<file path="src/hdl/eri_pkg.sv">
package eri_pkg;

  localparam int COORD_W   = 16;
  localparam int COEF_W    = 16;
  localparam int FRAC_ROT  = 14;
  // widths after the x, y and z axis stages; each holds the largest value the stage can make
  localparam int ROT_W1    = 19;
  localparam int ROT_W2    = 21;
  localparam int ROT_W3    = 23;
  localparam int ROT_LAT   = 6;

  localparam int ISO_W     = 18;
  localparam int ISO_FRAC  = 16;
  localparam int COS30_Q16 = 56756;

  localparam int CFG_IDX_W = 3;

  localparam logic signed [COORD_W-1:0] SAT_MAX = 16'sh7fff;
  localparam logic signed [COORD_W-1:0] SAT_MIN = 16'sh8000;

  typedef enum logic [CFG_IDX_W-1:0] {
    CFG_COS_X = 3'd0,
    CFG_SIN_X = 3'd1,
    CFG_COS_Y = 3'd2,
    CFG_SIN_Y = 3'd3,
    CFG_COS_Z = 3'd4,
    CFG_SIN_Z = 3'd5
  } cfg_idx_t;

  typedef struct packed {
    logic                      func;
    logic signed [COORD_W-1:0] px;
    logic signed [COORD_W-1:0] py;
    logic signed [COORD_W-1:0] pz;
  } in_t;

  typedef struct packed {
    logic signed [COORD_W-1:0] qx;
    logic signed [COORD_W-1:0] qy;
    logic signed [COORD_W-1:0] qz;
    logic                      clipped;
  } out_t;

  typedef struct packed {
    logic signed [COEF_W-1:0] cos_x;
    logic signed [COEF_W-1:0] sin_x;
    logic signed [COEF_W-1:0] cos_y;
    logic signed [COEF_W-1:0] sin_y;
    logic signed [COEF_W-1:0] cos_z;
    logic signed [COEF_W-1:0] sin_z;
  } cfg_t;

  typedef struct packed {
    logic                      func;
    logic signed [ISO_W-1:0]   x;
    logic signed [ISO_W-1:0]   y;
    logic signed [COORD_W-1:0] z;
  } iso_t;

endpackage

</file>
<file path="src/hdl/eri_sat_out.sv">
module eri_sat_out (
  input  logic                               clk,
  input  logic                               rst_n,
  input  logic                               rot_valid,
  input  logic signed [eri_pkg::ROT_W3-1:0]  rot_x,
  input  logic signed [eri_pkg::ROT_W3-1:0]  rot_y,
  input  logic signed [eri_pkg::ROT_W3-1:0]  rot_z,
  input  eri_pkg::iso_t                      iso_i,
  output logic                               out_valid,
  output eri_pkg::out_t                      out_data
);

  localparam int W = eri_pkg::ROT_W3;
  localparam logic signed [W-1:0] MAXV = W'(eri_pkg::SAT_MAX);
  localparam logic signed [W-1:0] MINV = W'(eri_pkg::SAT_MIN);

  // returns {clip, value}
  function automatic logic [eri_pkg::COORD_W:0] sat16(input logic signed [W-1:0] v);
    logic [eri_pkg::COORD_W:0] r;
    if (v > MAXV) begin
      r = {1'b1, eri_pkg::SAT_MAX};
    end else if (v < MINV) begin
      r = {1'b1, eri_pkg::SAT_MIN};
    end else begin
      r = {1'b0, v[eri_pkg::COORD_W-1:0]};
    end
    return r;
  endfunction

  logic signed [W-1:0]        sel_x, sel_y, sel_z;
  logic [eri_pkg::COORD_W:0]  sx, sy, sz;
  eri_pkg::out_t              out_nxt, out_r;
  logic                       valid_r;

  always_comb begin
    sel_x = iso_i.func ? W'(iso_i.x) : rot_x;
    sel_y = iso_i.func ? W'(iso_i.y) : rot_y;
    sel_z = iso_i.func ? W'(iso_i.z) : rot_z;
    sx = sat16(sel_x);
    sy = sat16(sel_y);
    sz = sat16(sel_z);
    out_nxt.qx      = sx[eri_pkg::COORD_W-1:0];
    out_nxt.qy      = sy[eri_pkg::COORD_W-1:0];
    out_nxt.qz      = sz[eri_pkg::COORD_W-1:0];
    out_nxt.clipped = sx[eri_pkg::COORD_W] | sy[eri_pkg::COORD_W] | sz[eri_pkg::COORD_W];
  end

  always_ff @(posedge clk) begin
    if (!rst_n) begin
      valid_r <= 1'b0;
    end else begin
      valid_r <= rot_valid;
    end
  end

  always_ff @(posedge clk) begin
    out_r <= out_nxt;
  end

  assign out_valid = valid_r;
  assign out_data  = out_r;

endmodule
</file>
<file path="config.mk">
export PLATFORM = sky130hd
export DESIGN_NAME = eri_sat_out
export DESIGN_NICKNAME = d
export VERILOG_FILES = /design/src/hdl/eri_pkg.sv /design/src/hdl/eri_sat_out.sv
export SDC_FILE = /design/constraint.sdc
export NUM_CORES = 1
export LEC_CHECK = 0
export BUFFER_PORTS_ARGS = -buffer_cell sky130_fd_sc_hd__buf_2
export CORE_ASPECT_RATIO = 0.8
export CORE_MARGIN = 2
export CORE_UTILIZATION = 34
export DETAILED_ROUTE_END_ITERATION = 8
export GPL_ROUTABILITY_DRIVEN = 0
export PLACE_DENSITY_LB_ADDON = 0.25
export SLEW_MARGIN = 20
export SYNTH_ARGS = -nofsm -noshare
export SYNTH_HDL_FRONTEND = slang
export SYNTH_SLANG_ARGS = --single-unit
</file>
<file path="constraint.sdc">
create_clock -name clk -period 1.8 [get_ports clk]
set_input_delay 0.36 -clock clk [delete_from_list [all_inputs] [get_ports clk]]
set_output_delay 0.36 -clock clk [all_outputs]
set_load 0.02 [all_outputs]
</file>
# Word-level counts from Yosys, hierarchy flattened
# Index checks and enable logic that the tools add are counted.
# classes
n_addsub,0
n_mul,0
div,0
magnitude_cmp,6
eq_ne,0
shifts,0
muxes,9
n_bitwise,2
reduce_logical,0
# op_table
cell,count
two-way mux 17 bit,6
"greater-than comparator 23 x 16 -> 1 bit, second input constant",3
"< comparator 23 x 16 -> 1 bit, second input constant",3
two-way mux 23 bit,3
bitwise OR 1 bit,2
# totals
register_bits,50
latch_bits,0
ram_bits,0
rom_bits,0
inputBits,125
memories,0

# Logic depth before layout (Yosys ltp)
# logic_depth
ltp_word,6
mapped_depth,7
mapped_depth_nobuf,4

# Worst setup path before layout
# OpenSTA, ideal clock, no wires.
# synth_path
path_type,input -> register
start,input port iso_i[52] (netlist bit)
end,register out_r (netlist bit out_data[0])
setup_ps,134
arrival_ps,1651
slack_ps,15
cell_stages,6
n_path_buf,2
cell_sequence,buf_6 -> buf_6 -> nor4_2 -> nand2_1 -> a211o_1 -> or4b_1
# synth_rtl
element,line,rtl
"start, declared",eri_sat_out.sv:8,"input eri_pkg::iso_t iso_i,"
"end signal, assigned",eri_sat_out.sv:57,out_r <= out_nxt;
"end, declared",eri_sat_out.sv:32,"eri_pkg::out_t out_nxt, out_r;"

==> key figures <==
Drt
  – DRT antenna net count: 0
  – Initial drt markers: 40
  – Total Routed Length: between 5000 and 6000 um
  – DR pass1 iterations: 4
  – DR WL/cell: 11.85 um
  – Residual DRC: 0
  – DR vias/cell: between 4 and 5
  – DR vias: 2054

STA
  – Fmax: about 0.66 GHz
  – Fin crit period: 1509 ps
  – Worst Hold Slack: 261.7 ps
  – RSZ-0062 raised after global routing: no
  – Setup ws final: 291.2 ps
  – Final Setup Violations: 0
  – Slew @ Worst Pin: 401.1 ps
  – Fin crit share: 83.82%
  – Hold Fails Final Rpt: 0
  – Final Max Tran Viols: 0
  – Rel. slew slack: 73.26%
  – Final setup TNS: 0 ps

Critical path
  – CP max FO: 2
  – Startpoint types: input pin
  – Worst EP required: around 2000 ps
  – Kind of critical path: input pin to register
  – Type of destination of the critical path: register
  – Arrival @ worst endpoint: between 1500 and 2000 ps

Placement
  – Post-DP HPWL: 4344 um
  – Place WS: -18.83 ps
  – Area post-placement: 2992 um^2
  – Post-Place Cells: about 450
  – PortBufs: about 170

Synth
  – Syn_nets: between 300 and 400
  – Yosys reg bits: 50
  – Average size of a mapped cell: about 10 um^2
  – Seq/Total Area, Yosys: 49.75%
  – Ys async rst share: 0%
  – Synthesis Warnings: 0
  – EDFF count, synth: 0
  – Syn Inst Count: 193
  – Main synth FF type: dfxtp_1
  – Synthesized area: between 2000 and 2500 um^2
  – Netlist cell types: 30

Global route
  – Vias in the first global route: around 1.8k
  – GRT Util Overall: 15.58%
  – Total global routing overflow: 0
  – Initial antenna violation count: 0
  – First-pass GRT wire length: 8300 um
  – Largest net degree at the start of global routing: 26

Clocking
  – Root buffer cell: clkbuf_8
  – Num CTS Buffers: 5
  – Htree depth: 2
  – CTS tree: built
  – Setup bufs post-CTS: 0
  – CTS Sinks: 50
  – PostCTS Resize Cnt: 0
  – CTS Buffer Depth: 2
  – Hold_buf cts: 0
  – Worst-path clk slew: 90 ps

Floorplan
  – Initial Util: 34.58%
  – Core Footprint: 5818 um^2
  – # IOs: 175
  – Die Y: between 70 and 80 um
  – FP Rows: 25
  – DIE AREA: 6553 um^2
  – Die W: 90.01 um

Final layout
  – Post-Layout Cell Count: 452
  – Post-route cell area: 3072 um^2
  – Commonest non-fill, non-tap cells in the layout: buf_2, dfxtp_1, o21ai_0
  – Filler cells: 564
  – Commonest non-fill, non-tap cell in the layout: buf_2
  – Share of layout cells above drive strength 1: a little over half
  – N_diodes: 0
  – Final nets: 496
  – Area growth from synthesis to layout: 52.67%
  – Fin util: 52.80%

Pwr
  – P_leak: 1.590 nW
  – Power Density: 810.8 nW/um^2
  – Power, Total: 2.491 mW
  – Peak VDD IR: about 370 uV

Run
  – Max-cap check violation count: 0

Min path
  – Worst min-delay path class: input pin to register

Run status
  – Status: complete, no violations
cell type report:
class	instances	area (um^2)	share of cell area, %
Clock buffer	6	72.57	2.363
Multi-Input combinational cell	129	937.1	30.51
Clock inverter	1	7.507	0.2444
Timing Repair Buffer	184	948.4	30.88
Sequential cell	50	1001	32.59
Tap cell	81	101.3	3.299
Inverter	1	3.754	0.1222
report_power, final:
group / leakage [nW] / total [mW] / switching (mW) / internal (mW)
clock: 0.0373 / 0.606 / 0.339 / 0.267
combinational: 1.13 / 0.636 / 0.360 / 0.276
sequential: 0.422 / 1.25 / 0.0246 / 1.22
total: 1.59 / 2.49 / 0.724 / 1.77
kinds of logic after synthesis:
family          after synthesis  synth area share [%]
compound gates               57                 15.67
buf+inv                      14                 3.669
flops                        50                 49.75
mux                          46                 22.95
simple gates                 26                 7.960
cell usage after synthesis, types with 2 or more instances:
master     n  area, um^2
o21ai_0   47       235.2
buf_2      5       25.02
nor2_1     3       11.26
a211o_1    2       17.52
nor4_1     4       25.02
mux2i_1   45       450.4
nand2_1    6       22.52
clkbuf_1   6       22.52
nand2b_1   2       12.51
nand4_1    2       12.51
and4b_1    2       20.02
buf_6      2       22.52
dfxtp_1   50        1001
worst max-delay path: stages:
cell,delay (ps)
buf_2,100
nor4_1,370
a211oi_1,130
a211o_1,240
or4b_1,480
sequential cells by signal, summed over array words and instances, names as in the netlist:
signal	count
out_data	49
out_valid	1
layer usage:
| metal | track usage (%) | up-vias | part of all wire [%] |
|---|---|---|---|
| met4 | 4.103 | 0 | 0.35 |
| met2 | 26.40 | 105 | 46 |
| met1 | 18.63 | 886 | 42 |
| met3 | 6.405 | 2 | 11 |
| met5 | 0 | - | 0 |
| li1 | - | 1061 | - |
worst paths after layout:
kind      start      endpoint  cells after the start
max   rot_z[19]   out_data[0]                      5
min   iso_i[15]  out_data[16]                      3
Power figures use the tool's default switching activity.
