<file path="src/hdl/eri_pkg.sv">
package eri_pkg;

  localparam int COORD_W   = 16;
  localparam int COEF_W    = 16;
  localparam int FRAC_ROT  = 14;
  // widths after the x, y and z axis stages; each holds the largest value the stage can make
  localparam int ROT_W1    = 19;
  localparam int ROT_W2    = 21;
  localparam int ROT_W3    = 23;
  localparam int ROT_LAT   = 6;

  localparam int ISO_W     = 18;
  localparam int ISO_FRAC  = 16;
  localparam int COS30_Q16 = 56756;

  localparam int CFG_IDX_W = 3;

  localparam logic signed [COORD_W-1:0] SAT_MAX = 16'sh7fff;
  localparam logic signed [COORD_W-1:0] SAT_MIN = 16'sh8000;

  typedef enum logic [CFG_IDX_W-1:0] {
    CFG_COS_X = 3'd0,
    CFG_SIN_X = 3'd1,
    CFG_COS_Y = 3'd2,
    CFG_SIN_Y = 3'd3,
    CFG_COS_Z = 3'd4,
    CFG_SIN_Z = 3'd5
  } cfg_idx_t;

  typedef struct packed {
    logic                      func;
    logic signed [COORD_W-1:0] px;
    logic signed [COORD_W-1:0] py;
    logic signed [COORD_W-1:0] pz;
  } in_t;

  typedef struct packed {
    logic signed [COORD_W-1:0] qx;
    logic signed [COORD_W-1:0] qy;
    logic signed [COORD_W-1:0] qz;
    logic                      clipped;
  } out_t;

  typedef struct packed {
    logic signed [COEF_W-1:0] cos_x;
    logic signed [COEF_W-1:0] sin_x;
    logic signed [COEF_W-1:0] cos_y;
    logic signed [COEF_W-1:0] sin_y;
    logic signed [COEF_W-1:0] cos_z;
    logic signed [COEF_W-1:0] sin_z;
  } cfg_t;

  typedef struct packed {
    logic                      func;
    logic signed [ISO_W-1:0]   x;
    logic signed [ISO_W-1:0]   y;
    logic signed [COORD_W-1:0] z;
  } iso_t;

endpackage

</file>
<file path="src/hdl/eri_rot_stage.sv">
module eri_rot_stage #(
  parameter int IN_W  = 16,
  parameter int OUT_W = 19
) (
  input  logic                                clk,
  input  logic                                rst_n,
  input  logic                                in_valid,
  input  logic signed [IN_W-1:0]              a_i,
  input  logic signed [IN_W-1:0]              b_i,
  input  logic signed [IN_W-1:0]              p_i,
  input  logic signed [eri_pkg::COEF_W-1:0]   c_i,
  input  logic signed [eri_pkg::COEF_W:0]     s_i,
  output logic                                out_valid,
  output logic signed [OUT_W-1:0]             a_o,
  output logic signed [OUT_W-1:0]             b_o,
  output logic signed [OUT_W-1:0]             p_o
);

  localparam int PC_W  = IN_W + eri_pkg::COEF_W;
  localparam int PS_W  = IN_W + eri_pkg::COEF_W + 1;
  localparam int SUM_W = IN_W + eri_pkg::COEF_W + 2;
  localparam int FRAC  = eri_pkg::FRAC_ROT;
  localparam logic signed [SUM_W-1:0] BIAS = SUM_W'((1 << FRAC) - 1);

  logic                   v1_r, v2_r;
  logic signed [PC_W-1:0] ac_r, bc_r;
  logic signed [PS_W-1:0] as_r, bs_r;
  logic signed [IN_W-1:0] p1_r;

  logic signed [SUM_W-1:0] sum_a, sum_b, adj_a, adj_b, sh_a, sh_b;
  logic signed [OUT_W-1:0] a_r, b_r, p2_r;

  // product stage
  always_ff @(posedge clk) begin
    if (!rst_n) begin
      v1_r <= 1'b0;
    end else begin
      v1_r <= in_valid;
    end
  end

  always_ff @(posedge clk) begin
    ac_r <= PC_W'(a_i) * PC_W'(c_i);
    bc_r <= PC_W'(b_i) * PC_W'(c_i);
    as_r <= PS_W'(a_i) * PS_W'(s_i);
    bs_r <= PS_W'(b_i) * PS_W'(s_i);
    p1_r <= p_i;
  end

  // sum and divide by 2^14, truncating toward zero
  always_comb begin
    sum_a = SUM_W'(ac_r) + SUM_W'(bs_r);
    sum_b = SUM_W'(bc_r) - SUM_W'(as_r);
    adj_a = sum_a[SUM_W-1] ? sum_a + BIAS : sum_a;
    adj_b = sum_b[SUM_W-1] ? sum_b + BIAS : sum_b;
    sh_a  = adj_a >>> FRAC;
    sh_b  = adj_b >>> FRAC;
  end

  always_ff @(posedge clk) begin
    if (!rst_n) begin
      v2_r <= 1'b0;
    end else begin
      v2_r <= v1_r;
    end
  end

  always_ff @(posedge clk) begin
    a_r  <= sh_a[OUT_W-1:0];
    b_r  <= sh_b[OUT_W-1:0];
    p2_r <= OUT_W'(p1_r);
  end

  assign out_valid = v2_r;
  assign a_o       = a_r;
  assign b_o       = b_r;
  assign p_o       = p2_r;

endmodule

</file>
<file path="config.mk">
export PLATFORM = sky130hd
export DESIGN_NAME = eri_rot_stage
export DESIGN_NICKNAME = d
export VERILOG_FILES = /design/src/hdl/eri_pkg.sv /design/src/hdl/eri_rot_stage.sv
export SDC_FILE = /design/constraint.sdc
export NUM_CORES = 2
export LEC_CHECK = 0
export ABC_AREA = 1
export BUFFER_PORTS_ARGS = -buffer_cell sky130_fd_sc_hd__buf_4
export CAP_MARGIN = 20
export CORE_MARGIN = 3
export CORE_UTILIZATION = 39
export CTS_CLUSTER_DIAMETER = 200
export CTS_CLUSTER_SIZE = 28
export DETAILED_ROUTE_END_ITERATION = 7
export SYNTH_ARGS = -nofsm -noshare
export SYNTH_HDL_FRONTEND = slang
export SYNTH_SLANG_ARGS = --single-unit
</file>
<file path="constraint.sdc">
create_clock -name clk -period 6.3 [get_ports clk]
set_clock_uncertainty 0.05 [all_clocks]
set_input_delay 0.945 -clock clk [delete_from_list [all_inputs] [get_ports clk]]
set_output_delay 0.945 -clock clk [all_outputs]
set_load 0.03 [all_outputs]
</file>
# After elaboration in Yosys (flattened, before gate mapping)
# Cells that the tools add are included.
totals:
  regBits: 202
  word_cells: 20
op_classes:
  muxes: 2
  multipliers: 4
  addsub: 4
op_table:
  columns: ["cell", "n"]
  rows:
  - ["33-bit by 15-bit adder with 33-bit output (second input constant)", 2]
  - ["16-bit by 17-bit multiplier with 33-bit output", 2]
  - ["33-bit 2-to-1 mux", 2]
  - ["16-bit by 16-bit multiplier with 32-bit output", 2]
  - ["32-bit by 33-bit adder with 34-bit output", 1]
  - ["32-bit by 33-bit subtractor with 34-bit output", 1]

# Longest topological paths before layout
logic_depth:
  ltp_word: 3
  depth_mapped: 28

# Worst setup path after synthesis
# Ideal clock, no wire load.
synth_timing:
  kind: "input-to-reg"
  start: "input b_i[3]"
  end: "register bs_r[29]"
  n_path_buf: 2
  setup_ns: 0.125
  arrival_time_ns: 6.251
  path_slack_ns: -0.126
  stages: 21
  required_time_ns: 6.125
  path_cell_list: "clkbuf_1 -> clkbuf_1 -> nand2_1 -> inv_1 -> fa_1 -> fa_1 -> fa_1 -> fa_1 -> fa_1 -> inv_1 -> fa_1 -> inv_1 -> ha_1 -> nand2_1 -> nor4_1 -> nand3_1 -> nand3_1 -> nand3_1 -> nand2_1 -> a31oi_1 -> xor2_1"
synth_via:
  elab_chain_len: 1
synth_lines:
  columns: ["item", "line", "source"]
  rows:
  - ["start, declared", "eri_rot_stage.sv:9", "input logic signed [IN_W-1:0] b_i,"]
  - ["16-bit by 17-bit multiplier with 33-bit output", "eri_rot_stage.sv:46", "bs_r <= PS_W'(b_i) * PS_W'(s_i);"]
  - ["end signal, assigned", "eri_rot_stage.sv:46", null]
  - ["end, declared", "eri_rot_stage.sv:27", "logic signed [PS_W-1:0] as_r, bs_r;"]
# Every way passes these cells.
# A chain may end at the register's enable or synchronous reset.

# Worst setup path after layout
layout_timing:
  start: "input c_i[1] (netlist bit)"
  end: "register bc_r[30]"
layout_via:
  elab_chain_len: 1
layout_lines:
  columns: ["item", "line", "source"]
  rows:
  - ["start, declared", "eri_rot_stage.sv:11", "input logic signed [eri_pkg::COEF_W-1:0] c_i,"]
  - ["16-bit by 16-bit multiplier with 32-bit output", "eri_rot_stage.sv:44", "bc_r <= PC_W'(b_i) * PC_W'(c_i);"]
  - ["end signal, assigned", "eri_rot_stage.sv:44", null]
  - ["end, declared", "eri_rot_stage.sv:26", "logic signed [PC_W-1:0] ac_r, bc_r;"]
# Every way passes these cells.

==> metrics.csv <==
metric,value,unit
antenna_left,0,
io_buffers,141,
grt_pass1_wl,226000,µm
cts_inserted_buffers,12,
die_x,370,µm
cts.sinks,202,
finalWorstPathRequiredPeriod,5970,ps
path_max_fanout,11,
io_pins,142,
wl,138000,µm
coreArea,131000,µm²
utilization,44.6,%
rr_endpoint,a_o[8]$_DFF_P_,
clk_pin_slew,120,ps
holdWs,259,ps
grt_pass1_vias,43100,
syn_area,51700,µm²
antenna_found_initial,8,
drc,0,
period_share,94.8,%
cts_root_buf,clkbuf_16,
min_to,p_o[4]$_DFF_P_,
tightest_slew,643,ps
final_common_cell,inv_1,
fillCellCount,13200,
nets,8621,
hold_depth,0,
clock_latency,530,ps
ys_warn_count,0,
final-setup-viol-count,0,
dp_slack,-179,ps
avgRoutedWirePerCell,15.6,µm
slew_headroom,56.9,%
fp.dieArea,137000,µm²
ys_types,51,
ys.flop_type,dfxtp_1,
area_growth,12.6,%
layout_common_cells,"inv_1 (2,006), nand2_1 (1,682), fa_1 (1,076)",
syn_nets,8243,
worstReg2RegStart,ac_r[0]$_DFF_P_,
netlist_instances,6683,
drtPass1Iterations,6,
critPathArrivalTime,6380,ps
hp-start,p1_r[4]$_DFF_P_,
tritoncts,done,
grt_usage,20.7,%
cts_resized,0,
worst_slack,326,ps
first_iter_violations,2430,
seq_area_frac_synth,7.82,%
grt_setup_unrepaired,no,
hp-class,reg -> reg,
place_hpwl,121000,µm
grt_max_degree,31,
overflow,0,
worst_path_most_repeated_cell,fa_1,
die_height,370,µm
status,completed,
yosys_register_bits,202,
cts_hold_buf,0,
cts_htree_levels,1,
ff2ff_path_depth,17,
hold_viol,0,
path_cells,buf_4 > buf_4 > buf_4 > nand2_1 > fa_1 > fa_1 > fa_1 > inv_1 > fa_1 > fa_1 > inv_1 > fa_1 > inv_1 > ha_1 > nand2_1 > nor4_1 > nand4_1 > nand3_1 > a21oi_1 > o31ai_1 > xor2_1,
cts_setup_buffers,0,
max_freq,0.167,GHz
async_flop_share,0,%
r2r_setup_slack,3180,ps
num_vias,41000,
drive_gt1_share,10.0,%
finalSetupTns,0,ps
maxCapViolCount,0,
clockBufferDepth,3,
start_util,39.6,%
synth_edf_count,0,
slowest_delay,520,ps
synth.avg_cell_area,7.74,µm²
avgViaCountPerCell,4.65,
critPathKind,in -> reg,
setup.worst_path.end_class,flop,
worst_ep_required_time,6710,ps
worst_path_max_delay_cell,fa_1,
worstSetupStartpointType,input port,
place_congestion,0.923,
fp-row-count,132,
maxSlewViolCount,0,
through the flow:
step	cells	cell area [µm²]
2_1_floorplan	6683	51700
3_3_place_gp	8789	57800
3_5_place_dp	8789	57800
4_1_cts	8806	58200
5_1_grt	8807	58200
6_report	8811	58200
layer usage:
layer	vias up	routed length (µm)	part of all wire [%]	GRT usage, %
met5	-	23	0.017	0
met4	4	3580	2.6	5.01
met3	175	7630	5.5	2.35
met2	928	64600	47	34.6
met1	20100	61800	45	28.8
li1	19700	-	-	-
cells by family after synthesis:
kind of cell / Yosys count / synth area share (%)
buf+inv: 2248 / 16.4
xor+xnor: 186 / 3.18
flops: 202 / 7.82
fa+ha+maj: 1476 / 51.4
compound gates: 357 / 3.88
simple gates: 2214 / 17.4
state kept, by name, summed over array words and instances (netlist names):
name	count
b_o	19
p1_r	16
out_valid	1
ac_r	32
bs_r	33
a_o	19
bc_r	32
as_r	33
p_o	16
v1_r	1
worst max-delay path by stage:
stage | from | to | slack [ps]
4_1_cts | c_i[1] | bc_r[30]$_DFF_P_ | 380
6_report | c_i[1] | bc_r[30]$_DFF_P_ | 330
2_1_floorplan | a_i[3] | as_r[32]$_DFF_P_ | 0.1
3_3_place_gp | a_i[9] | ac_r[28]$_DFF_P_ | -210
3_5_place_dp | c_i[1] | bc_r[30]$_DFF_P_ | -180
5_1_grt | b_i[15] | bc_r[30]$_DFF_P_ | 30
layout make-up:
type,count,area (µm²),area share (%)
diodes,5,12.5,0.0215
clock buffers,13,325,0.559
clock inverters,4,85.1,0.146
inverters,2018,7570,13.0
multi-input cells,4233,39200,67.4
flip-flops and latches,202,4040,6.95
well taps,1742,2180,3.74
repair buffers,594,4780,8.22
synthesized netlist by cell type, types with 15 or more instances:
master | count | share of area (%)
inv_1 | 2006 | 15
dfxtp_1 | 202 | 7.8
nand2_2 | 26 | 0.31
nand2_1 | 1682 | 12
xnor2_1 | 74 | 1.3
nor3_1 | 23 | 0.22
a21oi_1 | 191 | 1.8
nand4_1 | 45 | 0.54
nor2_2 | 15 | 0.18
nor2_1 | 246 | 1.8
o21ai_0 | 81 | 0.78
fa_1 | 1078 | 42
xor2_1 | 110 | 1.9
clkbuf_1 | 219 | 1.6
ha_1 | 398 | 9.6
nand3_1 | 114 | 1.1
critical path, delay by kind of cell:
kind,cells,cell delay [ps]
fa+ha+maj,7,3370
buf+inv,6,640
compound gates,2,400
simple gates,5,860
xor+xnor,1,160
Power is not shown: default switching activity piles up to over one toggle a cycle in this logic, so the estimate is an artifact.
