$ cat config.mk
export PLATFORM = sky130hd
export DESIGN_NAME = eri_iso_proj
export DESIGN_NICKNAME = d
export VERILOG_FILES = /design/src/hdl/eri_pkg.sv /design/src/hdl/eri_iso_proj.sv
export SDC_FILE = /design/constraint.sdc
export NUM_CORES = 1
export LEC_CHECK = 0
export BUFFER_PORTS_ARGS = -buffer_cell sky130_fd_sc_hd__buf_2
export CAP_MARGIN = 25
export CORE_MARGIN = 2
export CORE_UTILIZATION = 55
export CTS_CLUSTER_SIZE = 28
export DETAILED_ROUTE_END_ITERATION = 8
export PLACE_DENSITY = 0.74
export SYNTH_ARGS = -nofsm -noshare
export SYNTH_HDL_FRONTEND = slang
export SYNTH_SLANG_ARGS = --single-unit
export TNS_END_PERCENT = 30
$ cat constraint.sdc
create_clock -name clk -period 10.76 [get_ports clk]
set_clock_uncertainty 0.2 [all_clocks]
set_input_delay 0.538 -clock clk [delete_from_list [all_inputs] [get_ports clk]]
set_output_delay 0.538 -clock clk [all_outputs]
set_load 0.1 [all_outputs]
$ cat src/hdl/eri_pkg.sv
package eri_pkg;

  localparam int COORD_W   = 16;
  localparam int COEF_W    = 16;
  localparam int FRAC_ROT  = 14;
  // widths after the x, y and z axis stages; each holds the largest value the stage can make
  localparam int ROT_W1    = 19;
  localparam int ROT_W2    = 21;
  localparam int ROT_W3    = 23;
  localparam int ROT_LAT   = 6;

  localparam int ISO_W     = 18;
  localparam int ISO_FRAC  = 16;
  localparam int COS30_Q16 = 56756;

  localparam int CFG_IDX_W = 3;

  localparam logic signed [COORD_W-1:0] SAT_MAX = 16'sh7fff;
  localparam logic signed [COORD_W-1:0] SAT_MIN = 16'sh8000;

  typedef enum logic [CFG_IDX_W-1:0] {
    CFG_COS_X = 3'd0,
    CFG_SIN_X = 3'd1,
    CFG_COS_Y = 3'd2,
    CFG_SIN_Y = 3'd3,
    CFG_COS_Z = 3'd4,
    CFG_SIN_Z = 3'd5
  } cfg_idx_t;

  typedef struct packed {
    logic                      func;
    logic signed [COORD_W-1:0] px;
    logic signed [COORD_W-1:0] py;
    logic signed [COORD_W-1:0] pz;
  } in_t;

  typedef struct packed {
    logic signed [COORD_W-1:0] qx;
    logic signed [COORD_W-1:0] qy;
    logic signed [COORD_W-1:0] qz;
    logic                      clipped;
  } out_t;

  typedef struct packed {
    logic signed [COEF_W-1:0] cos_x;
    logic signed [COEF_W-1:0] sin_x;
    logic signed [COEF_W-1:0] cos_y;
    logic signed [COEF_W-1:0] sin_y;
    logic signed [COEF_W-1:0] cos_z;
    logic signed [COEF_W-1:0] sin_z;
  } cfg_t;

  typedef struct packed {
    logic                      func;
    logic signed [ISO_W-1:0]   x;
    logic signed [ISO_W-1:0]   y;
    logic signed [COORD_W-1:0] z;
  } iso_t;

endpackage

$ cat src/hdl/eri_iso_proj.sv
module eri_iso_proj (
  input  logic          clk,
  input  eri_pkg::in_t  in_data,
  output eri_pkg::iso_t iso_o
);

  localparam int ISO_DLY = eri_pkg::ROT_LAT - 2;
  localparam int PROD_W  = eri_pkg::COORD_W + 18;
  localparam int YS_W    = eri_pkg::COORD_W + 3;
  localparam logic signed [PROD_W-1:0] COS30 = PROD_W'(eri_pkg::COS30_Q16);
  localparam logic signed [PROD_W-1:0] XBIAS = PROD_W'((1 << eri_pkg::ISO_FRAC) - 1);
  localparam logic signed [YS_W-1:0]   YBIAS = YS_W'(1);

  logic signed [eri_pkg::COORD_W:0] diff;
  logic signed [PROD_W-1:0]         prod_r, xadj, xsh;
  logic signed [YS_W-1:0]           ysum, ys_r, yadj, ysh;
  logic                             func1_r;
  logic signed [eri_pkg::COORD_W-1:0] z1_r;
  eri_pkg::iso_t                    st2_nxt, st2_r;
  eri_pkg::iso_t                    dly_r [ISO_DLY];

  always_comb begin
    diff = (eri_pkg::COORD_W + 1)'(in_data.px) - (eri_pkg::COORD_W + 1)'(in_data.py);
    ysum = YS_W'(in_data.px) + YS_W'(in_data.py) - (YS_W'(in_data.pz) <<< 1);
  end

  always_ff @(posedge clk) begin
    prod_r  <= PROD_W'(diff) * COS30;
    ys_r    <= ysum;
    func1_r <= in_data.func;
    z1_r    <= in_data.pz;
  end

  // truncating divides by 2^16 and by 2
  always_comb begin
    xadj          = prod_r[PROD_W-1] ? prod_r + XBIAS : prod_r;
    xsh           = xadj >>> eri_pkg::ISO_FRAC;
    yadj          = ys_r[YS_W-1] ? ys_r + YBIAS : ys_r;
    ysh           = yadj >>> 1;
    st2_nxt.func  = func1_r;
    st2_nxt.x     = xsh[eri_pkg::ISO_W-1:0];
    st2_nxt.y     = ysh[eri_pkg::ISO_W-1:0];
    st2_nxt.z     = z1_r;
  end

  // delay to line up with the three rotation stages
  always_ff @(posedge clk) begin
    st2_r    <= st2_nxt;
    dly_r[0] <= st2_r;
    for (int i = 1; i < ISO_DLY; i++) begin
      dly_r[i] <= dly_r[i-1];
    end
  end

  assign iso_o = dly_r[ISO_DLY-1];

endmodule

Word-level counts from Yosys, hierarchy flattened --
Memories as Yosys holds them, arrays and structs flattened. Cells that the tools add are included.
Word-level totals: output and inout port bits 53, input bits 50, memories 1, word-level logic and storage cells 19, flip-flop bits (word level) 120, RAM bits 212
Cells by class: $mul 1, multiplexer cells 2, add/sub/neg operators 5
Memory list:
- dly_r | words 4, width 53, rd ports 4, clocked after memory_dff 0, wr ports 4, RTL line eri_iso_proj.sv:20 | eri_pkg::iso_t dly_r [ISO_DLY];
Operators by type and width (count):
- adder 34 x 17 -> 34 bit, second input constant | 1
- two-way mux 33 bit | 1
- multiplier 17 x 15 -> 32 bit, second input constant | 1
- adder 18 x 2 -> 19 bit, second input constant | 1
- two-way mux 18 bit | 1
- subtractor 17 x 17 -> 18 bit | 1
- adder 16 x 16 -> 17 bit | 1
- subtractor 16 x 16 -> 17 bit | 1

Longest topological paths before layout --
word-level depth 2, depth in mapped cells 30

Worst setup path after synthesis --
No wires, ideal clock.
path type in2reg, start input port in_data[32] (netlist name), end register prod_r[32], data required time 10488 ps, setup slack 3587 ps, data arrival time 6901 ps, buffers on the path 2, stages on the path 27, path through inv_1 ha_1 fa_1 nor2b_1 o31a_1 o21bai_4 o21ai_4 o211ai_2 or2_1 buf_2 ha_1 fa_1 fa_1 fa_1 fa_1 inv_1 fa_1 inv_1 ha_1 clkbuf_1 a21oi_1 o21ai_0 nand3_1 a21oi_1 or3_1 a21oi_1 xnor2_1
On the way: longest elaborated chain between the ends 2
Ends and longest elaborated chain:
- from (decl) | RTL line eri_iso_proj.sv:3 | input eri_pkg::in_t in_data,
- subtractor 16 x 16 -> 17 bit | RTL line eri_iso_proj.sv:23 | diff = (eri_pkg::COORD_W + 1)'(in_data.px) - (eri_pkg::COORD_W + 1)'(in_data.py);
- multiplier 17 x 15 -> 32 bit | RTL line eri_iso_proj.sv:28 | prod_r <= PROD_W'(diff) * COS30;
- to (signal assigned) | RTL line eri_iso_proj.sv:28
- to (decl) | RTL line eri_iso_proj.sv:15 | logic signed [PROD_W-1:0] prod_r, xadj, xsh;
Every way passes these cells. A chain may end at the register's enable or synchronous reset.

Worst setup path after layout --
start input port in_data[16] (netlist name), end register prod_r[32]
Same word-level chain as after synthesis.

==> run_summary.xml <==
<?xml version="1.0" encoding="UTF-8"?>
<metrics>
  <group name="status">
    <metric name="run_status" unit="">completed</metric>
  </group>
  <group name="sta">
    <metric name="relSlewSlack" unit="">0.493</metric>
    <metric name="setup_viol_count_final" unit="">0</metric>
    <metric name="totalNegativeSetupSlack" unit="ps">0</metric>
    <metric name="tightestPinTransition" unit="ps">760</metric>
    <metric name="min_period_over_period" unit="">0.713</metric>
    <metric name="hold_viol_final" unit="">0</metric>
    <metric name="period_minus_slack" unit="ps">7670</metric>
    <metric name="timing.final.max_slew_violations" unit="">0</metric>
    <metric name="unrepaired_setup_endpoints_after_global_routing" unit="">no</metric>
    <metric name="timing.fmax" unit="GHz">0.130</metric>
  </group>
  <group name="logic_synthesis">
    <metric name="number_of_enable_type_register_cells_in_the_synthesized_netlist" unit="">0</metric>
    <metric name="syn-mean-instance-area" unit="um2">11.3</metric>
    <metric name="ys.warnings.count" unit="">0</metric>
    <metric name="syn_nets" unit="">1661</metric>
    <metric name="yosys_most_used_dff" unit="">dfxtp_1</metric>
    <metric name="synthArstFlopShare" unit="">0</metric>
    <metric name="synth_largest_type_area_fraction" unit="">0.439</metric>
    <metric name="synth_cells" unit="">1331</metric>
    <metric name="cell_taking_the_most_area_after_synthesis" unit="">dfxtp_1</metric>
    <metric name="netlist-cell-type-count" unit="">57</metric>
    <metric name="synth_top_cells_by_area" unit="">dfxtp_1 (44%), fa_1 (19%), ha_1 (12%), inv_1 (6.8%), xnor2_1 (4.1%)</metric>
    <metric name="yosysSeqAreaShare" unit="">0.439</metric>
    <metric name="ys_seq_elements" unit="">331</metric>
    <metric name="syn_area" unit="um2">15100</metric>
  </group>
  <group name="clocking">
    <metric name="path_clk_slew" unit="ps">60</metric>
    <metric name="cts_hold_repair.buffers" unit="">17</metric>
    <metric name="htreeDepth" unit="">1</metric>
    <metric name="tritoncts" unit="">yes</metric>
    <metric name="cts-buffers-inserted" unit="">31</metric>
    <metric name="postCtsResizedCells" unit="">0</metric>
    <metric name="cts_setup_buffers" unit="">0</metric>
    <metric name="cts-root-to-sink-buffers" unit="">3</metric>
    <metric name="insertion_delay" unit="ps">560</metric>
    <metric name="ctsRootBufferMaster" unit="">clkbuf_16</metric>
    <metric name="clock-sinks" unit="">331</metric>
  </group>
  <group name="grt">
    <metric name="grt_start_max_net_pins" unit="">17</metric>
    <metric name="grt_antenna_before_repair" unit="">0</metric>
    <metric name="global_route.usage.total" unit="">0.191</metric>
    <metric name="global_route_wire_length_before_repair" unit="um">44300</metric>
    <metric name="via_count_of_the_first_global_routing_pass" unit="">9458</metric>
    <metric name="globalRouteOverflowTotal" unit="">0</metric>
  </group>
  <group name="setup_path">
    <metric name="critPathSlowestCell" unit="">ha_1</metric>
    <metric name="critPathArrivalTime" unit="ps">7910</metric>
    <metric name="crit_path_frequent_cell" unit="">fa_1</metric>
    <metric name="setup.worst_path.start_class" unit="">primary input</metric>
    <metric name="worstSetupStartpoint" unit="">in_data[16]</metric>
    <metric name="worstPathBufferInverterCount" unit="">3</metric>
    <metric name="critPathMaxStageDelay" unit="ps">560</metric>
    <metric name="worst_path_dominant_cell_family" unit="">adder cells</metric>
    <metric name="timing.critical_path.fanout_max" unit="">16</metric>
    <metric name="reg2reg_from" unit="">ys_r[0]</metric>
    <metric name="critical_path_required" unit="ps">11000</metric>
    <metric name="worstSetupPathType" unit="">in2reg</metric>
    <metric name="category_of_the_worst_setup_path_capture_point" unit="">flop</metric>
  </group>
  <group name="drt">
    <metric name="drc" unit="">0</metric>
    <metric name="route.detailed.wl_per_inst" unit="um">14.2</metric>
    <metric name="detail_route.vias_per_cell" unit="">4.91</metric>
    <metric name="drt_first_pass_iters" unit="">4</metric>
    <metric name="wl" unit="um">26100</metric>
    <metric name="antenna_violating_nets_post_route" unit="">0</metric>
    <metric name="drt_iter0_markers" unit="">390</metric>
    <metric name="detailroute.via_count" unit="">9016</metric>
  </group>
  <group name="die">
    <metric name="die_height" unit="um">170</metric>
    <metric name="initial_core_util" unit="">0.560</metric>
    <metric name="num_ports" unit="">103</metric>
    <metric name="design.die.area" unit="um2">28800</metric>
    <metric name="die_span_in_x" unit="um">170</metric>
    <metric name="placeableCoreArea" unit="um2">27000</metric>
    <metric name="rows" unit="">60</metric>
  </group>
  <group name="layout">
    <metric name="num-nets-final" unit="">1804</metric>
    <metric name="mostFrequentLayoutCells" unit="">dfxtp_1 (331), inv_1 (273), fa_1 (140), ha_1 (140), buf_2 (102)</metric>
    <metric name="syn2layout_area_growth" unit="%">14.3</metric>
    <metric name="drive_above_1_share" unit="">0.118</metric>
    <metric name="layout_commonest_cell" unit="">dfxtp_1</metric>
    <metric name="insertedDiodeCount" unit="">0</metric>
  </group>
  <group name="hold_path">
    <metric name="worst_hold_path_type" unit="">reg2reg</metric>
    <metric name="min_from" unit="">dly_r[1][45]</metric>
  </group>
  <group name="place">
    <metric name="dpl.hpwl" unit="um">21000</metric>
    <metric name="gp_congestion" unit="">0.886</metric>
    <metric name="place.port_buffers" unit="">102</metric>
  </group>
  <group name="job">
    <metric name="cap_viol_max_count" unit="">0</metric>
  </group>
</metrics>
## routing by layer
metal  up-vias  track usage  wire length (um)
met5         -            0                 0
met3        42       0.0219              1080
li1       4484            -                 -
met1      4318        0.262             12400
met2       172        0.324             12100
met4         0       0.0509               590
## cell families after synthesis
family / share of synthesized area
buf+inv: 0.0704
xor+xnor: 0.0597
simple gates: 0.0525
flops: 0.439
compound gates: 0.0754
fa+ha+maj: 0.302
mux: 0.00141
## metrics by stage
stage	worst slack (ps)	hold WS, ps	util	cell area, um2	instances
2_1_floorplan	3590	110	-	15100	1331
3_3_place_gp	2540	110	0.594	16000	1765
3_5_place_dp	2640	112	0.594	16000	1765
4_1_cts	3200	122	0.640	17300	1838
5_1_grt	2710	126	0.640	17300	1838
6_report	3090	118	0.640	17300	1838
## Yosys cell counts (2+ instances only)
cell         n
a21oi_1     52
and2_1       3
nor4_1       4
nor3_1       5
a211oi_2     2
xor2_1      31
o211ai_1     2
buf_2        3
fa_1       140
dfxtp_1    331
a21oi_2      2
a211o_1      2
a2111oi_2    2
o21bai_1    10
o21a_1       7
ha_1       140
nor2b_1      6
a211oi_1     5
and3_1       9
nand2b_1     4
o21ai_1      2
clkbuf_1     6
a31oi_1      9
inv_1      273
or2_1        2
nand2_1     48
nand4_1     12
o21ai_0     29
or3_1        3
nor2_1      36
a21o_1      21
o2111ai_1    2
xnor2_1     70
nand3_1     34
o31a_1       2
## final cells by class
cell class / count / area, um2
timing repair buffer: 119 / 681
fill: 2052 / 9690
sequential: 331 / 6630
clock buffer: 38 / 852
clock inverter: 18 / 241
tap: 341 / 427
multi-input combinational: 718 / 7410
inverter: 273 / 1020
## path summary, 6_finish.rpt
check	to	slack [ps]	depth (start not counted)
max	prod_r[32]	3090	25
max reg2reg	st2_r[50]	8600	7
min	dly_r[2][45]	120	0
min reg2reg	dly_r[2][45]	120	0
## worst reg2reg max path, delay by kind of cell, from the launching register on
family,cells,cell delay [ps]
XOR/XNOR,1,130
flip-flops,1,370
AND/OR/NAND/NOR,6,1330
## sequential cells by signal, summed over array words and instances (netlist names)
signal / flops
ys_r: 18
dly_r: 212
func1_r: 1
z1_r: 16
prod_r: 31
st2_r: 53
Power is left out: the tool's default activity adds up to more than one toggle a clock period on the data nets, which glitch-free logic cannot reach.
