<file path="src/hdl/eri_pkg.sv">
package eri_pkg;

  localparam int COORD_W   = 16;
  localparam int COEF_W    = 16;
  localparam int FRAC_ROT  = 14;
  // widths after the x, y and z axis stages; each holds the largest value the stage can make
  localparam int ROT_W1    = 19;
  localparam int ROT_W2    = 21;
  localparam int ROT_W3    = 23;
  localparam int ROT_LAT   = 6;

  localparam int ISO_W     = 18;
  localparam int ISO_FRAC  = 16;
  localparam int COS30_Q16 = 56756;

  localparam int CFG_IDX_W = 3;

  localparam logic signed [COORD_W-1:0] SAT_MAX = 16'sh7fff;
  localparam logic signed [COORD_W-1:0] SAT_MIN = 16'sh8000;

  typedef enum logic [CFG_IDX_W-1:0] {
    CFG_COS_X = 3'd0,
    CFG_SIN_X = 3'd1,
    CFG_COS_Y = 3'd2,
    CFG_SIN_Y = 3'd3,
    CFG_COS_Z = 3'd4,
    CFG_SIN_Z = 3'd5
  } cfg_idx_t;

  typedef struct packed {
    logic                      func;
    logic signed [COORD_W-1:0] px;
    logic signed [COORD_W-1:0] py;
    logic signed [COORD_W-1:0] pz;
  } in_t;

  typedef struct packed {
    logic signed [COORD_W-1:0] qx;
    logic signed [COORD_W-1:0] qy;
    logic signed [COORD_W-1:0] qz;
    logic                      clipped;
  } out_t;

  typedef struct packed {
    logic signed [COEF_W-1:0] cos_x;
    logic signed [COEF_W-1:0] sin_x;
    logic signed [COEF_W-1:0] cos_y;
    logic signed [COEF_W-1:0] sin_y;
    logic signed [COEF_W-1:0] cos_z;
    logic signed [COEF_W-1:0] sin_z;
  } cfg_t;

  typedef struct packed {
    logic                      func;
    logic signed [ISO_W-1:0]   x;
    logic signed [ISO_W-1:0]   y;
    logic signed [COORD_W-1:0] z;
  } iso_t;

endpackage

</file>
<file path="src/hdl/eri_cfg_regs.sv">
module eri_cfg_regs (
  input  logic                               clk,
  input  logic                               rst_n,
  input  logic                               cfg_valid,
  output logic                               cfg_ready,
  input  logic [eri_pkg::CFG_IDX_W-1:0]      cfg_index,
  input  logic signed [eri_pkg::COEF_W-1:0]  cfg_data,
  output eri_pkg::cfg_t                      cfg
);

  eri_pkg::cfg_t cfg_r;

  assign cfg_ready = 1'b1;
  assign cfg       = cfg_r;

  always_ff @(posedge clk) begin
    if (!rst_n) begin
      cfg_r.cos_x <= 16'sd16384;
      cfg_r.sin_x <= 16'sd0;
      cfg_r.cos_y <= 16'sd16384;
      cfg_r.sin_y <= 16'sd0;
      cfg_r.cos_z <= 16'sd16384;
      cfg_r.sin_z <= 16'sd0;
    end else if (cfg_valid && cfg_ready) begin
      unique case (cfg_index)
        eri_pkg::CFG_COS_X: cfg_r.cos_x <= cfg_data;
        eri_pkg::CFG_SIN_X: cfg_r.sin_x <= cfg_data;
        eri_pkg::CFG_COS_Y: cfg_r.cos_y <= cfg_data;
        eri_pkg::CFG_SIN_Y: cfg_r.sin_y <= cfg_data;
        eri_pkg::CFG_COS_Z: cfg_r.cos_z <= cfg_data;
        eri_pkg::CFG_SIN_Z: cfg_r.sin_z <= cfg_data;
        default: ;
      endcase
    end
  end

endmodule

</file>
<file path="config.mk">
export PLATFORM = sky130hd
export DESIGN_NAME = eri_cfg_regs
export DESIGN_NICKNAME = d
export VERILOG_FILES = /design/src/hdl/eri_pkg.sv /design/src/hdl/eri_cfg_regs.sv
export SDC_FILE = /design/constraint.sdc
export NUM_CORES = 1
export LEC_CHECK = 0
export BUFFER_PORTS_ARGS = -buffer_cell sky130_fd_sc_hd__buf_2
export CAP_MARGIN = 20
export CORE_MARGIN = 5
export CORE_UTILIZATION = 53
export DETAILED_ROUTE_END_ITERATION = 12
export PLACE_DENSITY_LB_ADDON = 0.05
export SYNTH_ARGS = -nofsm -noshare
export SYNTH_HDL_FRONTEND = slang
export SYNTH_SLANG_ARGS = --single-unit
export TNS_END_PERCENT = 50
</file>
<file path="constraint.sdc">
create_clock -name clk -period 2.9 [get_ports clk]
set_input_delay 0 -clock clk [delete_from_list [all_inputs] [get_ports clk]]
set_output_delay 0 -clock clk [all_outputs]
set_load 0.01 [all_outputs]
</file>
# Word level (Yosys, flattened, before mapping)
# Index checks and enable logic that the tools add are counted.
# totals
reg_bits,96
latch_bits,0
mem_bits_rw,0
mem_bits_ro,0
inputBits,22
output_inout_bits,97
word_cells,18
memories,0
# classes
add_sub_neg,0
n_mul,0
n_div,0
magnitude_cmp,0
n_eq_ne,5
shift,0
n_mux,0
bitwise_logic,0
reduce_logical,7
# op_table
cell,n
$reduce_and 2->1,6
$eq 3x2->1 const B,2
$eq 3x3->1 const B,2
$eq 3x1->1 const B,1
$logic_not 3->1,1

# Longest topological paths before layout
# Gate-level depths: netlist (run 1).
# depth
word_depth,2
ltp_mapped,5
depth_no_buf,2

# Worst setup path after synthesis (run 1)
# No wires, ideal clock.
# synth_timing
kind,input -> register
start,in cfg_index[1] (netlist name)
end,"reg cfg_r, in the netlist cfg[94]"
setup_time_ns,0.124
arrival_ns,0.927
required_time_ns,2.776
slack_ns,1.849
path_stages,4
n_path_buf,2
path_cell_list,or4b_1 buf_6 buf_12 mux2i_1
# synth_via
elab_chain_len,2
# synth_rtl
item,line,source
start: declaration,eri_cfg_regs.sv:6,"input logic [eri_pkg::CFG_IDX_W-1:0] cfg_index,"
$logic_not 3->1,eri_cfg_regs.sv:25,unique case (cfg_index)
$reduce_and 2->1 (no line),-,
end: declaration,eri_cfg_regs.sv:11,eri_pkg::cfg_t cfg_r;
# No other way between the ends.
# A chain may end at the register's enable or synchronous reset.

# Worst setup path in the final report (run 1)
# Same ends and word-level chain as after synthesis.

==> results.md, run 1 <==
* Outcome: finished, final reports clean
* Slowest CP cell: or4b_1
* Sequential fraction of design power at 0.566
* I/O Buffers at 117
* Sequential area share after synthesis at 0.545
* CTS Buffer Depth at 2
* Final Util at 0.671
* Largest net degree at the start of global routing at 89
* Initial core utilization at 0.549
* Pwr Density at 558 nW/um2
* Vias per Instance at 5.05
* Synth top area cells: dfxtp_1 (55%), mux2i_1 (27%), nand2_1 (12%)
* Vias in the first global route at 2,561
* RSZ-0062 raised after global routing: no
* Avg Cell Area, Syn at 10.4 um2
* Post-synth EDFFs at 0
* Initial antenna violation count at 0
* Core area at 6420 um2
* MaxCap Viol Count at 0
* Starting DRT DRC Count at 129
* Tcrit/Tclk final at 0.397
* GRT Overall Usage at 0.204
* Post-synth top flop: dfxtp_1
* Worst clock skew at 0 ns
* Critical Path Sink Type: flop
* Setup Fix Bufs, Post-CTS at 0
* Final setup vio count at 0
* VDD IR-drop max at 0.304 mV
* Via Count at 2,667
* Syn nets at 360
* CP Launch Type: input port
* Clock transition at path regs at 0.09 ns
* FP Rows at 29
* First-pass GRT wire length at 13,500 um
* Area grow syn2layout at 22.3%
* Final HPWL DP at 5720 um
* Synthesized instance count at 338
* Crit-path max FO at 16
* Logic pwr share at 0.072
* Count of pins over their slew limit at 0
* P_sw at 593 uW
* Relative slew slack at 0.355
* Yosys top cell area share at 0.545
* Layout cells sized above 1 at 0.308
* Fillers at 531
* DIE AREA at 8380 um2
* Ant diodes at 0
* Root Buffer: clkbuf_8
* Largest register FFs at 96
* Post-synth top area cell: dfxtp_1
* Most common cell in the netlist: nand2_1
* First-pass iteration count of the detailed router at 4
* Switching Share at 0.247
* Hold WC Path Type: input port to flop
* Clock power share at 0.362
* Pwr Total at 2400 uW
* GPL Wtd Cong at 0.744
* Max incr delay on CP at 0.97 ns
* Avg WL per Cell at 16.0 um
* Routed WL at 8450 um
* Post-route minimum period at 1.15 ns
* DRC Markers at 0
* Max Fclk at 0.869 GHz
* Die Height at 91.5 um
* Width of the die at 91.5 um
* Leak at 0.00243 uW
* Cts bufs inserted at 9
* Crit path buffers/inverters at 1
* Worst skew pair latency at 0.35 ns
* Htree depth at 3
* Setup_tns at 0 ns
* Slew at the pin with the worst max-slew slack at 0.967 ns
* CTS Sinks at 96
* Final-stage net count at 468
* Finished Cell Area at 4310 um2
* DP Area at 4110 um2
* Fin. Hold Viols at 0
* Grt ovf at 0
* Worst Path Arrival at 1.35 ns
* Distinct cells, synth at 14
* CTS tree: built
* Mapped Area at 3520 um2
* Synth async-reset ratio at 0
* Antenna-violating nets left at 0
* CP Class: input port to flop
* Io pins at 119
* Synth warnings at 0
* Crit-path leading delay family: simple AND/OR/NAND/NOR gates
* FF+latch count, synth at 96
* Internal power at 1810 uW
* Commonest cells post-synth: nand2_1 (109), dfxtp_1 (96), mux2i_1 (96)
* Critical path, cell by cell: buf_2, or4b_1, mux2i_1
* CP Data Required Time at 3.10 ns
-- layer usage --
metal / part of all wire / track usage / up-vias
met3: 0.063 / 0.0554 / 11
li1: - / - / 1332
met2: 0.45 / 0.303 / 71
met5: 0 / 0 / -
met4: 0.014 / 0.0829 / 0
met1: 0.47 / 0.281 / 1253
-- layout make-up --
cell class,count,area (um2),share of cell area
tap,77,96.3,0.0224
timing repair buffer,123,636,0.148
multi-input combinational,216,1460,0.339
clock buffer,9,124,0.0287
sequential,96,1920,0.446
clock inverter,7,70.1,0.0163
-- path summary, 6_finish.rpt --
kind                        startpoint                    to  slack, ns  cells after the start
setup reg to reg  cfg[16]$_SDFFE_PN0P_  cfg[16]$_SDFFE_PN0P_       2.25                      2
hold reg to reg   cfg[78]$_SDFFE_PN0P_  cfg[78]$_SDFFE_PN0P_       0.46                      2
hold / removal            cfg_data[15]  cfg[95]$_SDFFE_PN0P_       0.02                      3
setup / recovery          cfg_index[1]  cfg[94]$_SDFFE_PN1P_       1.75                      3
-- logic make-up after synthesis --
| kind of cell | share of synthesized area |
|---|---|
| flops | 0.545 |
| mux | 0.273 |
| simple gates | 0.141 |
| buf+inv | 0.0398 |
| other cells | 0.00106 |
-- cell usage in the layout (no fill, tap or decap), types with 2 or more instances in the layout --
master and instances:
buf_2 116, nand2_1 109, mux2i_1 96, dfxtp_1 96, clkbuf_8 9, buf_4 6, nor2b_1 4, clkinv_2 3
nand4bb_1 2, nand4b_1 2
-- power by group through the flow --
stage,clock [uW],combinational (uW),sequential [uW]
after CTS,878,175,1360
after global routing,940,189,1370
final,869,173,1360
after detailed placement,0,173,1390
after global placement,0,170,1390
after floorplan,0,92.4,1400
-- per-stage QoR --
stage,setup slack (ns),cells,hold WS (ns)
6_report,1.75,528,0.0246
5_1_grt,1.69,528,0.0408
4_1_cts,1.76,528,0.0189
3_5_place_dp,1.39,511,0.331
3_3_place_gp,1.42,511,0.312
2_1_floorplan,1.85,338,0.180
-- tightest hold or removal path: cells and delay by family --
kind          cells  cell delay [ns]
mux               1             0.15
simple gates      1             0.12
buf+inv           1             0.07
-- what timing repair did --
item,4_1_cts,5_1_grt
hold endpoints to repair,6,0
hold buffers,1,0
resized for setup,0,0
Note: power is estimated with default switching activity, not from simulation.
==> run 2: changes to the inputs <==
Settings changed: CORE_UTILIZATION 53 to 45.
Clock period 2.9 ns to 0.96 ns, I/O delays scaled along.
==> run 2 against run 1 <==
Sequential share of layout area down 2.4 points. Worst setup slack worse by 1.6 ns. Worst hold slack better by 0.0085 ns. Utilization down 7.8 points. Via count up 0.49%. Power rose to 3.2 times the previous value. Flip-flop and latch count unchanged. Sequential power rose to 3.0 times the previous value. Clock skew unchanged. Clock power rose to 3.3 times the previous value. Highest routed layer unchanged. Final area up 5.8%.
==> results.md, run 2 (same netlist as run 1, synthesis figures left out) <==
* GPL Wtd Cong at 0.766 (+2.9%)
* Final-stage net count at 481 (+2.8%)
* CP Class: flop to output pin
* Largest net degree at the start of global routing at 34 (-62%)
* Crit-path leading delay family: flip-flops
* Crit-path max FO at 2 (-14)
* Io pins at 119 (unchanged)
* Worst Path Arrival at 0.86 ns (-0.49 ns)
* Die Height at 98.5 um (+7.6%)
* Hold slack final at 0.0331 ns (+0.00852 ns)
* Slowest CP cell: dfxtp_1
* DIE AREA at 9700 um2 (+16%)
* First-pass GRT wire length at 13,900 um (+3.2%)
* Critical Path Sink Type: output pin
* Max Fclk at 1.16 GHz
* Htree depth at 3 (unchanged)
* Area grow syn2layout at 29.4%
* I/O Buffers at 117 (unchanged)
* Starting DRT DRC Count at 66 (-49%)
* Leak at 0.00253 uW (+4.4%)
* Post-route minimum period at 0.860 ns
* Width of the die at 98.5 um (+7.6%)
* Cts bufs inserted at 9 (unchanged)
* Avg WL per Cell at 15.2 um (-5.0%)
* Root Buffer: clkbuf_8
* R2R depth at 2 (unchanged)
* Antenna-violating nets left at 0 (unchanged)
* Ant diodes at 0 (unchanged)
* Pwr Density at 1660 nW/um2 (+200%)
* Worst skew pair latency at 0.35 ns (about the same)
* Initial antenna violation count at 0 (unchanged)
* Fin. Hold Viols at 0 (unchanged)
* Vias in the first global route at 2,684 (+4.8%)
* Final Util at 0.593 (-0.0779)
* CP Data Required Time at 0.96 ns (-2.14 ns)
* Count of pins over their slew limit at 0 (unchanged)
* First-pass iteration count of the detailed router at 4 (unchanged)
* DRC Markers at 0 (unchanged)
* Final HPWL DP at 6030 um (+5.5%)
* Crit path buffers/inverters at 1 (unchanged)
* Hold Path End: cfg[29]$_SDFFE_PN0P_
* Max incr delay on CP at 0.37 ns (-0.60 ns)
* FF-to-FF Start: cfg[81]$_SDFFE_PN0P_
* Setup Fix Bufs, Post-CTS at 0 (unchanged)
* CP Launch Type: flop
* CTS Buffer Depth at 2 (unchanged)
* Worst clock skew at 0 ns (unchanged)
* Tcrit/Tclk final at 0.896
* Grt ovf at 0 (unchanged)
* Hold WC Path Type: input port to flop
* CTS Sinks at 96 (unchanged)
* Final setup vio count at 0 (unchanged)
* Largest register FFs at 96 (unchanged)
* RSZ-0062 raised after global routing: no
* Routed WL at 8610 um (+1.8%)
* Most frequent cells in the layout: buf_2 (116), nand2_1 (109), mux2i_1 (96), dfxtp_1 (96), buf_4 (11)
* Vias per Instance at 4.73 (-6.3%)
* Most common cell after layout, fill and taps aside: buf_2
* Outcome: finished, final reports clean
* VDD IR-drop max at 0.768 mV (+150%)
* Via Count at 2,680 (+0.49%)
* Core area at 7690 um2 (+20%)
* FF-to-FF setup slack at 0.33 ns (-1.92 ns)
* CTS tree: built
* MaxCap Viol Count at 0 (unchanged)
* GRT Overall Usage at 0.180 (-0.0242)
* Critical path, cell by cell: buf_2
* FP Rows at 32 (+10%)
* Worst r2r dst: cfg[81]$_SDFFE_PN0P_
* Number of cells on the worst hold path at 3 (unchanged)
* Clock transition at path regs at 0.09 ns (about the same)
* Initial core utilization at 0.458 (-0.0903)
* Hold Crit Start: cfg_data[13]
* Layout cells sized above 1 at 0.325 (+0.0172)
## run 2: repair_timing
action / in CTS / in global routing
gates resized for setup: 0 / 0
hold endpoints to repair: 6 / 0
hold buffers: 2 / 0
## run 2: cell type report
type,count,area [um2]
clock buffer,11,141
multi-input combinational,216,1470
sequential,96,1920
fill,712,3130
tap,102,128
timing repair buffer,136,823
clock inverter,5,80.1
## run 2: where the power goes
| part | leakage (uW) | internal, uW | switching, uW | total, uW |
|---|---|---|---|---|
| clock network | 0.000106 | 1540 | 1350 | 2880 |
| logic | 0.00165 | 257 | 337 | 594 |
| registers | 0.000777 | 4070 | 44.7 | 4110 |
## run 2: how the worst max path moves through the flow
| stage | to | from | depth (start not counted) |
|---|---|---|---|
| 2_1_floorplan | cfg[94]$_SDFFE_PN1P_ | cfg_index[1] | 4 |
| 3_3_place_gp | cfg[88]$_SDFFE_PN0P_ | cfg_index[1] | 3 |
| 3_5_place_dp | cfg[94]$_SDFFE_PN1P_ | cfg_index[1] | 3 |
| 4_1_cts | cfg[61] | cfg[61]$_SDFFE_PN0P_ | 1 |
| 5_1_grt | cfg[61] | cfg[61]$_SDFFE_PN0P_ | 1 |
| 6_report | cfg[31] | cfg[31]$_SDFFE_PN0P_ | 1 |
## run 2: metrics by stage
stage	setup slack, ns	instance area [um2]	std cells	total power, uW	setup TNS (ns)
floorplan	-0.0753	3530	338	4520	-0.743
global placement	-0.156	4320	548	4790	-3.18
detailed placement	-0.175	4320	548	4800	-3.57
CTS	0.0774	4560	566	7680	0
global route	0.0429	4560	566	7930	0
finish	0.0999	4560	566	7590	0
## run 2: worst register-to-register path: stages, from the launching register on
cell     delay (ns)
dfxtp_1        0.35
nand2_1        0.06
mux2i_1        0.14
## run 2: metal layers
layer / vias to the layer above / share of wire / GRT usage
met5: - / 0 / 0
met4: 0 / 0.0088 / 0.0599
met3: 6 / 0.063 / 0.0460
met2: 79 / 0.46 / 0.289
met1: 1240 / 0.47 / 0.237
li1: 1355 / - / -
==> run 3: changes to the inputs <==
Settings changed: REMOVE_ABC_BUFFERS set to 1.
==> run 3 against run 2 <==
Critical path depth did not move. Flip-flop and latch count unchanged. Maximum frequency shrank 1.9%. Critical endpoint is now cfg[57]. Largest cell class unchanged. Largest power group unchanged.
==> results.md, run 3 (same netlist as run 1, synthesis figures left out) <==
* Worst Path Arrival at 0.88 ns (+0.02 ns)
* Crit-path max FO at 2 (unchanged)
* FP Rows at 32 (unchanged)
* Largest net degree at the start of global routing at 40 (+18%)
* Via Count at 2,754 (+2.8%)
* Placement Setup Slack at -0.187 ns (-0.0126 ns)
* Crit-path leading delay family: flip-flops
* Htree depth at 3 (unchanged)
* Largest register FFs at 96 (unchanged)
* Setup Fix Bufs, Post-CTS at 0 (unchanged)
* CP Data Required Time at 0.96 ns (about the same)
* Grt ovf at 0 (unchanged)
* Initial core utilization at 0.458 (unchanged)
* Most common cell after layout, fill and taps aside: buf_2
* Placed insts at 555 (+1.3%)
* Most frequent cells in the layout: buf_2 (116), nand2_1 (109), mux2i_1 (96), dfxtp_1 (96), buf_4 (20)
* GPL Wtd Cong at 0.739 (-3.5%)
* Width of the die at 98.5 um (unchanged)
* Clock transition at path regs at 0.09 ns (about the same)
* Critical Path Sink Type: output pin
* I/O Buffers at 117 (unchanged)
* Worst setup margin at 0.0834 ns (-0.0166 ns)
* Cts bufs inserted at 9 (unchanged)
* Io pins at 119 (unchanged)
* Crit path buffers/inverters at 1 (unchanged)
* MaxCap Viol Count at 0 (unchanged)
* DIE AREA at 9700 um2 (unchanged)
* First-pass iteration count of the detailed router at 4 (unchanged)
* Tcrit/Tclk final at 0.913 (+0.0173)
* CTS Buffer Depth at 2 (unchanged)
* CTS tree: built
* Final-stage net count at 487 (+1.2%)
* VDD IR-drop max at 0.998 mV (+30%)
* Final setup vio count at 0 (unchanged)
* GRT Overall Usage at 0.175 (-0.00530)
* DRC Markers at 0 (unchanged)
* FF-to-FF Start: cfg[57]$_SDFFE_PN0P_
* Fillers at 738 (+3.7%)
* Hold WC Path Type: input port to flop
* Vias in the first global route at 2,693 (+0.34%)
* Hold Crit Start: cfg_data[6]
* Post-CTS Resized at 0 (unchanged)
* RSZ-0062 raised after global routing: no
* Leak at 0.00255 uW (+0.54%)
* Avg WL per Cell at 14.8 um (-2.5%)
* Worst skew pair latency at 0.34 ns (about the same)
* Area grow syn2layout at 29.7%
* Critical path, cell by cell: buf_2
* Count of pins over their slew limit at 0 (unchanged)
* First-pass GRT wire length at 13,700 um (-1.6%)
* Antenna-violating nets left at 0 (unchanged)
* Ant diodes at 0 (unchanged)
* Fin. Hold Viols at 0 (unchanged)
* Die Height at 98.5 um (unchanged)
* Worst clock skew at 0 ns (unchanged)
* Pwr Density at 1650 nW/um2 (-0.67%)
* Non-filler instance count after layout at 571 (+0.88%)
* Layout cells sized above 1 at 0.335 (+0.00932)
* Worst setup path start: cfg[57]$_SDFFE_PN0P_
* CP Launch Type: flop
* Slowest CP cell: dfxtp_1
* Routed WL at 8460 um (-1.7%)
* Max Fclk at 1.14 GHz (-1.9%)
* Max incr delay on CP at 0.38 ns (about the same)
* Starting DRT DRC Count at 96 (+45%)
* Post-route minimum period at 0.877 ns (+0.0166 ns)
* Outcome: finished, final reports clean
* Hold slack final at 0.0241 ns (-0.00899 ns)
* Final HPWL DP at 6090 um (+0.94%)
* Vias per Instance at 4.82 (+1.9%)
* Root Buffer: clkbuf_8
* Initial antenna violation count at 0 (unchanged)
* Core area at 7690 um2 (unchanged)
* CP Class: flop to output pin
* CTS Sinks at 96 (unchanged)
[run 3: cell count changes in the layout (fill, tap and decap cells not counted), sizes merged]
cell         delta
buf             +7
clkbuf          -1
clkinv          +1
clkinvlp        -1
dlygate4sd3     -1
[run 3: metal layers]
| layer | share of wire | global-route usage | wire length [um] | vias up |
|---|---|---|---|---|
| met1 | 0.47 | 0.240 | 4010 | 1298 |
| li1 | - | - | - | 1370 |
| met4 | 0.0089 | 0.0536 | 75 | 0 |
| met5 | 0 | 0 | 0 | - |
| met3 | 0.070 | 0.0517 | 589 | 8 |
| met2 | 0.45 | 0.267 | 3790 | 78 |
[run 3: path summary, 6_finish.rpt]
path,cells past startpoint,endpoint,slack [ns]
max reg2reg,2,cfg[57]$_SDFFE_PN0P_,0.33
min reg2reg,2,cfg[38]$_SDFFE_PN0P_,0.46
min,3,cfg[38]$_SDFFE_PN0P_,0.02
max,1,cfg[57],0.08
[run 3: layout make-up]
class	instances	area, um2	share of cell area
clock inverters	5	81.3	0.0178
multi-input cells	216	1460	0.320
clock buffers	10	138	0.0301
repair buffers	142	841	0.184
well taps	102	128	0.0279
flip-flops and latches	96	1920	0.420
[run 3: power breakdown]
| part | leakage, uW | internal [uW] | switching, uW |
|---|---|---|---|
| logic | 0.00166 | 262 | 330 |
| clock network | 0.000108 | 1530 | 1330 |
| registers | 0.000777 | 4070 | 45.2 |
[run 3: per-stage QoR]
stage | cell area (um2) | TNS [ns] | power (uW) | util
floorplan | 3380 | -18.19 | 4450 | -
global placement | 4340 | -3.03 | 4790 | 0.565
detailed placement | 4340 | -3.72 | 4800 | 0.565
CTS | 4570 | 0 | 7650 | 0.595
global route | 4570 | 0 | 7880 | 0.595
finish | 4570 | 0 | 7560 | 0.595
[run 3: timing repair]
action / 4_1_cts / 5_1_grt
hold buffers: 1 / 0
endpoints found under the setup margin: 0 / 0
hold endpoints to repair: 6 / 0
